`src/rtl/pra_pkg.sv`:
```
// ----------------------------------------------------------------------------
// pra_pkg
// Shared types and constants of the page run allocator.
// ----------------------------------------------------------------------------
`default_nettype none

package pra_pkg;

  // Default page capacity and the page count after reset
  localparam int MAX_PAGES_DEF    = 1024;
  localparam int PAGE_COUNT_RESET = 1024;

  // Operation codes
  localparam logic CMD_ALLOC = 1'b0;
  localparam logic CMD_FREE  = 1'b1;

  // Result status codes
  localparam logic [1:0] ST_OK       = 2'd0;
  localparam logic [1:0] ST_NO_SPACE = 2'd1;
  localparam logic [1:0] ST_BAD      = 2'd2;
  localparam logic [1:0] ST_NOT_USED = 2'd3;

  // Request word
  typedef struct packed {
    logic        cmd;
    logic [10:0] count;
    logic [9:0]  start_page;
  } in_word_t;

  // Result word
  typedef struct packed {
    logic [1:0]  status;
    logic [9:0]  page;
    logic [10:0] run_length;
  } out_word_t;

  // Page table read address select
  typedef enum logic [1:0] {
    RD_IDX   = 2'd0,
    RD_START = 2'd1,
    RD_TO    = 2'd2,
    RD_PREV  = 2'd3
  } rd_sel_t;

  // Controller to datapath commands
  typedef struct packed {
    logic       load;
    logic       clr_step;
    rd_sel_t    rd_sel;
    logic       a_adv;
    logic       a_take;
    logic       f_chk0;
    logic       f_add_next;
    logic       f_prev;
    logic       wr_step;
    logic       res_set;
    logic [1:0] res_status;
  } dp_cmd_t;

  // Datapath to controller status
  typedef struct packed {
    logic clr_last;
    logic is_free;
    logic cnt_zero;
    logic sp_bad;
    logic idx_end;
    logic fit;
    logic f_unused;
    logic wr_last;
  } dp_stat_t;

endpackage

`default_nettype wire

```
`src/rtl/pra_ctrl.sv`:
```
// ----------------------------------------------------------------------------
// pra_ctrl
// Sequencer for clearing, first-fit scan, free with merge, and result strobe.
// ----------------------------------------------------------------------------
`default_nettype none

module pra_ctrl (
  input  wire logic              clk,
  input  wire logic              rst_n,
  input  wire logic              cfg_we,
  input  wire logic              start,
  input  wire pra_pkg::dp_stat_t stat,
  output pra_pkg::dp_cmd_t       cmd,
  output logic                   busy,
  output logic                   out_valid
);

  typedef enum logic [10:0] {
    S_CLEAR = 11'b000_0000_0001,
    S_IDLE  = 11'b000_0000_0010,
    S_CHK   = 11'b000_0000_0100,
    S_ARD   = 11'b000_0000_1000,
    S_AEV   = 11'b000_0001_0000,
    S_FEV0  = 11'b000_0010_0000,
    S_FRD1  = 11'b000_0100_0000,
    S_FEV1  = 11'b000_1000_0000,
    S_FEV2  = 11'b001_0000_0000,
    S_WR    = 11'b010_0000_0000,
    S_DONE  = 11'b100_0000_0000
  } state_t;

  state_t state_r, state_nxt;

  // Next state and commands
  always_comb begin
    state_nxt = state_r;
    cmd       = '0;
    cmd.rd_sel = pra_pkg::RD_IDX;
    unique case (state_r)
      S_CLEAR: begin
        cmd.clr_step = 1'b1;
        if (stat.clr_last) state_nxt = S_IDLE;
      end
      S_IDLE: begin
        if (start) begin
          cmd.load  = 1'b1;
          state_nxt = S_CHK;
        end
      end
      S_CHK: begin
        if (!stat.is_free) begin
          if (stat.cnt_zero) begin
            cmd.res_set    = 1'b1;
            cmd.res_status = pra_pkg::ST_BAD;
            state_nxt      = S_DONE;
          end else begin
            state_nxt = S_ARD;
          end
        end else if (stat.sp_bad) begin
          cmd.res_set    = 1'b1;
          cmd.res_status = pra_pkg::ST_BAD;
          state_nxt      = S_DONE;
        end else begin
          cmd.rd_sel = pra_pkg::RD_START;
          state_nxt  = S_FEV0;
        end
      end
      S_ARD: begin
        if (stat.idx_end) begin
          cmd.res_set    = 1'b1;
          cmd.res_status = pra_pkg::ST_NO_SPACE;
          state_nxt      = S_DONE;
        end else begin
          state_nxt = S_AEV;
        end
      end
      S_AEV: begin
        if (stat.fit) begin
          cmd.a_take = 1'b1;
          state_nxt  = S_WR;
        end else begin
          cmd.a_adv = 1'b1;
          state_nxt = S_ARD;
        end
      end
      S_FEV0: begin
        if (stat.f_unused) begin
          cmd.res_set    = 1'b1;
          cmd.res_status = pra_pkg::ST_NOT_USED;
          state_nxt      = S_DONE;
        end else begin
          cmd.f_chk0 = 1'b1;
          state_nxt  = S_FRD1;
        end
      end
      S_FRD1: begin
        cmd.rd_sel = pra_pkg::RD_TO;
        state_nxt  = S_FEV1;
      end
      S_FEV1: begin
        cmd.f_add_next = 1'b1;
        cmd.rd_sel     = pra_pkg::RD_PREV;
        state_nxt      = S_FEV2;
      end
      S_FEV2: begin
        cmd.f_prev = 1'b1;
        state_nxt  = S_WR;
      end
      S_WR: begin
        cmd.wr_step = 1'b1;
        if (stat.wr_last) begin
          cmd.res_set    = 1'b1;
          cmd.res_status = pra_pkg::ST_OK;
          state_nxt      = S_DONE;
        end
      end
      S_DONE: begin
        state_nxt = S_IDLE;
      end
      default: begin
        state_nxt = S_CLEAR;
      end
    endcase
    // page count write restarts the clearing pass
    if (cfg_we) state_nxt = S_CLEAR;
  end

  always_ff @(posedge clk) begin
    if (!rst_n) begin
      state_r <= S_CLEAR;
    end else begin
      state_r <= state_nxt;
    end
  end

  assign busy      = (state_r != S_IDLE);
  assign out_valid = (state_r == S_DONE);

  // Checks
  a_single_word: assert property (@(posedge clk) disable iff (!rst_n)
    out_valid |=> !out_valid)
    else $error("result strobe held for two cycles");
  a_busy_strobe: assert property (@(posedge clk) disable iff (!rst_n)
    out_valid |-> busy)
    else $error("result strobe while idle");
  a_state_onehot: assert property (@(posedge clk) disable iff (!rst_n)
    $onehot(state_r))
    else $error("state register not one-hot");

endmodule

`default_nettype wire

```
`config.mk`:
```
export PLATFORM = sky130hd
export DESIGN_NAME = pra_ctrl
export DESIGN_NICKNAME = d
export VERILOG_FILES = /design/src/rtl/pra_pkg.sv /design/src/rtl/pra_ctrl.sv
export SDC_FILE = /design/constraint.sdc
export NUM_CORES = 1
export LEC_CHECK = 0
export ABC_AREA = 1
export BUFFER_PORTS_ARGS = -buffer_cell sky130_fd_sc_hd__buf_2
export CORE_MARGIN = 1.5
export CORE_UTILIZATION = 49
export DETAILED_ROUTE_END_ITERATION = 6
export GPL_ROUTABILITY_DRIVEN = 0
export PLACE_DENSITY = 0.78
export SYNTH_ARGS = -nofsm -noshare
export SYNTH_HDL_FRONTEND = slang
export SYNTH_SLANG_ARGS = --single-unit
```
`constraint.sdc`:
```
create_clock -name clk -period 1.6 [get_ports clk]
set_input_delay 0.24 -clock clk [delete_from_list [all_inputs] [get_ports clk]]
set_output_delay 0.24 -clock clk [all_outputs]
set_load 0.05 [all_outputs]
```
# --- Word-level counts from Yosys, hierarchy flattened ---
# Cells that the tools add are included.
totals:
  elab_cells: 50
  register_bits: 11
classes:
  bitwise: 1
  eq_ne: 15
  n_reduce_logical: 2
  n_mux: 31
ops:
  columns: ["op", "count"]
  rows:
  - ["case mux 11 bit (11 select lines)", 1]
  - ["2-to-1 mux 11 bit", 8]
  - ["2-to-1 mux 3 bit", 6]
  - ["2-to-1 mux 1 bit", 12]
  - ["case mux 3 bit (4 select lines)", 1]
  - ["== test 11 x 1 -> 1 bit, second input constant", 1]
  - ["== test 11 x 10 -> 1 bit, second input constant", 1]
  - ["== test 11 bit, second input constant", 1]
  - ["== test 11 x 2 -> 1 bit, second input constant", 1]
  - ["== test 11 x 3 -> 1 bit, second input constant", 1]
  - ["== test 11 x 4 -> 1 bit, second input constant", 1]
  - ["== test 11 x 5 -> 1 bit, second input constant", 1]
  - ["== test 11 x 6 -> 1 bit, second input constant", 1]
  - ["== test 11 x 7 -> 1 bit, second input constant", 1]
  - ["== test 11 x 8 -> 1 bit, second input constant", 1]
  - ["== test 11 x 9 -> 1 bit, second input constant", 1]
  - ["inequality test 11 x 2 -> 1 bit, second input constant", 1]
  - ["2-to-1 mux 10 bit", 1]
  - ["inequality test 2 bit, second input constant", 3]
  - ["case mux 2 bit (3 select lines)", 1]
  - ["AND reduction 3 bit", 1]
  - ["2-to-1 mux 2 bit", 1]
  - ["OR reduction 2 bit", 1]
  - ["NOT 1 bit", 1]

# --- Longest topological paths before layout ---
depth:
  depth_word: 3
  depth_mapped: 10

# --- Worst setup path before layout ---
# Ideal clock, no wire load.
synth_path:
  kind: "register to output"
  start: "register state_r[9]"
  end: "output port cmd[2] (netlist bit)"
  path_stages_with_launch: 8
  t_arrival_ns: 1.687
  required_time_ns: 1.360
  n_path_buf: 0
  slack_ns: -0.327
  cell_sequence: "dfxtp_1 -> nor2_2 -> nand2_4 -> nor3_2 -> nand2_1 -> nand2_1 -> nor2_1 -> inv_1"
synth_rtl:
  columns: ["item", "line", "source"]
  rows:
  - ["start, declared", "pra_ctrl.sv:32", "state_t state_r, state_nxt;"]
  - ["start signal, assigned", "pra_ctrl.sv:132", "state_r <= state_nxt;"]
  - ["end, declared", "pra_ctrl.sv:13", "output pra_pkg::dp_cmd_t cmd,"]

==> metrics.md <==
| Metric | Value |
|---|---|
| Hpwl dp | `1.74 mm` |
| Internal power | `roughly 0.43 mW` |
| Synth-to-Final Area Change | `79.3%` |
| Vias per std cell | `between 6 and 7` |
| Sw Share | `32.3%` |
| Die width | `44.1 um` |
| Root Driver | `clkbuf_4` |
| Main combinational cell family by area after synthesis | `simple AND/OR/NAND/NOR gates` |
| Layout Cells excl Fill | `202` |
| Placed inst area | `1030 um^2` |
| Setup ws final | `-0.334 ns` |
| Placed insts | `182` |
| Top area cells in the synthesized netlist | `dfxtp_1 27%, inv_1 13%, nand2_1 11%` |
| Final Hold Fails | `0` |
| Vias in the first global route | `1,163` |
| CTS Buffer Depth | `2` |
| CP max FO | `3` |
| Endpoints failing setup | `25` |
| Final hold slack | `0.160 ns` |
| Die area | `1940 um^2` |
| Initial core utilization | `53.7%` |
| Gr ovfl total | `0` |
| Drt total wl | `4.30 mm` |
| Post-Syn Nets | `between 100 and 150` |
| Tot GR Track Use | `37.3%` |
| WP data arrival | `1.69 ns` |
| N_diodes | `0` |
| Kind of critical path | `reg2out` |
| Worst Path Required | `1.36 ns` |
| Synth top cells by count | `29 x inv_1, 25 x nand2_1, 20 x nor2_1` |
| Worst-Margin Slew | `0.362 ns` |
| DR WL/cell | `21.3 um` |
| Largest net degree at the start of global routing | `7` |
| Combinational Power Share | `25.1%` |
| Synth cell types | `21` |
| Async set or reset register ratio after synthesis | `0%` |
| Status | `finished, violations left` |
| Failing checks | `setup timing` |
| Net Sw Power | `0.206 mW` |
| Sequential area share after synthesis | `26.6%` |
| CORE AREA | `1540 um^2` |
| Post-Synthesis Cells | `134` |
| Overall power | `between 0.6 and 0.7 mW` |
| First-pass GRT wire length | `roughly 5 mm` |
| Relative slew margins | `between 70% and 80%` |
| Port buffer count | `26` |
| Post-synthesis mux area share | `0%` |
| Yosys top cell by area | `dfxtp_1` |
| Rows | `14` |
| Most common cell in the netlist | `inv_1` |
| Top Registers | `state_r: 11 flops` |
| Drt first pass iters | `5` |
| Max reg flops | `11` |
| DRT iter0 DRCs | `77` |
| Worst skew pair latency | `0.28 ns` |
| Max Cap Viol | `0` |
| Static Leak | `0.784 nW` |
| Clock Skew | `0.00331 ns` |
| Min Tclk post-route | `approximately 1.9 ns` |
| FF+latch count, synth | `11` |
| Post-route ant nets | `0` |
| Slew Viols, Final | `0` |
| Nets@finish | `around 200` |
| Hold_buf cts | `0` |
| CTS tree | `built` |
| CTS Buf Count | `3` |
| Most used DFF post-synth | `dfxtp_1` |
| Fin area | `around 1500 um^2` |
| Syn_area_per_cell | `6.17 um^2` |
| Setup crit start kind | `flip-flop` |
| Max VDD drop | `about 0.00043 V` |
| CTS sink count | `11` |
| XOR/XNOR share of the synthesized area | `0%` |
| Share of cells above drive strength 1 | `61.3%` |
| Post-Synth Adder-Cell Area | `0%` |
| Initial antenna violation count | `0` |
| Worst Hold Class | `in2reg` |
| Reg with most FFs | `state_r` |
| RSZ-0062 raised after global routing | `yes` |
| Post-Syn Area | `827 um^2` |
| FF-to-FF setup slack | `-0.15 ns` |
| H-tree Lvls | `1` |
| PwrDens | `429 nW/um^2` |
| EDFF count, synth | `0` |
| Clock Power Share | `30.9%` |
| Post-synth top area share | `between 20% and 30%` |
| Io pins | `27` |
| Post-synthesis compound-gate area fraction | `4.24%` |
| Clk slew on worst S/H paths | `0.07 ns` |
| Worst setup EP type | `output port` |
| Vias | `about 1,300` |
| Simple-Gate Fraction of Synth Area | `between 50% and 60%` |
| Final Cycle Share | `121%` |
| Fmax | `0.517 GHz` |
| Flop pwr share | `44.0%` |
| Remaining DRCs | `0` |
| Fillers | `40` |
| Yosys warnings | `0` |
| Die height | `44.1 um` |
## metrics by stage
stage                     setup WS (ns)  TNS (ns)  util (%)
after global placement           0.0234         0      67.1
after CTS                        -0.166     -1.29      88.7
after detailed placement        -0.0209   -0.0209      67.1
final                            -0.334     -4.10      96.2
after floorplan                  -0.180    -0.180         -
after global routing             -0.422     -5.44      96.2
## power groups by stage
stage / logic, mW / registers (mW) / clock network (mW)
final: 0.159 / 0.280 / 0.197
after global routing: 0.163 / 0.280 / 0.210
after CTS: 0.131 / 0.280 / 0.193
after detailed placement: 0.103 / 0.285 / 0
after global placement: 0.0990 / 0.285 / 0
after floorplan: 0.0678 / 0.285 / 0
## worst max-delay path: stages (launching register included)
cell and delay (ns):
dfxtp_1 0.37, inv_1 0.12, nand2_1 0.13, nor3_2 0.25, nand3_2 0.14, nand2_2 0.13
nor2_4 0.05, inv_2 0.08, buf_8 0.14
## layer usage
metal | vias to the layer above | track usage (%) | part of all wire [%]
li1 | 513 | - | -
met3 | 49 | 11.8 | 11
met5 | - | 0 | 0
met1 | 587 | 35.4 | 33
met2 | 137 | 69.1 | 46
met4 | 0 | 21.8 | 9.6
## what timing repair did
item / 4_1_cts / 5_1_grt
buffers inserted: 9 / 8
setup endpoints to repair: 15 / 24
pin swaps: 14 / 13
gates resized for setup: 75 / 23
## cell type report
type / instances / area [um^2] / share of cell area (%)
multi-input cells: 92 / 648 / 43.7
clock buffers: 4 / 26.3 / 1.77
inverters: 31 / 119 / 8.02
repair buffers: 48 / 434 / 29.3
flip-flops and latches: 11 / 235 / 15.9
well taps: 16 / 20.0 / 1.35
## layout by cell type, fill, tap and decap left out, types with 2 or more instances in the layout
master,count
nand2_4,8
clkbuf_4,3
buf_6,9
buf_4,19
nand4_1,3
buf_8,9
inv_2,8
nand2_2,11
nand3_1,4
o21ai_1,4
nand2_1,18
nor2_2,2
dfxtp_2,9
nand3_2,3
buf_2,11
nor2_4,12
nor2_1,12
nor3_2,2
nor3_1,6
inv_1,22
## logic make-up (layout without fill, tap and decap cells)
| kind of cell | Yosys count | in the layout |
|---|---|---|
| AO/OA/AOI/OAI | 6 | 6 |
| flip-flops | 11 | 11 |
| AND/OR/NAND/NOR | 86 | 86 |
| buffers and inverters | 31 | 83 |
## path summary, 6_finish.rpt
path / start / endpoint / cells past startpoint
min: stat[3] / state_r[4]$_SDFFE_PP0P_ / 2
max: state_r[0]$_SDFFE_PP1P_ / cmd[2] / 8
max reg2reg: state_r[0]$_SDFFE_PP1P_ / state_r[10]$_SDFFE_PP0P_ / 10
min reg2reg: state_r[2]$_SDFFE_PP0P_ / state_r[4]$_SDFFE_PP0P_ / 3
Note: power is estimated with default switching activity, not from simulation.
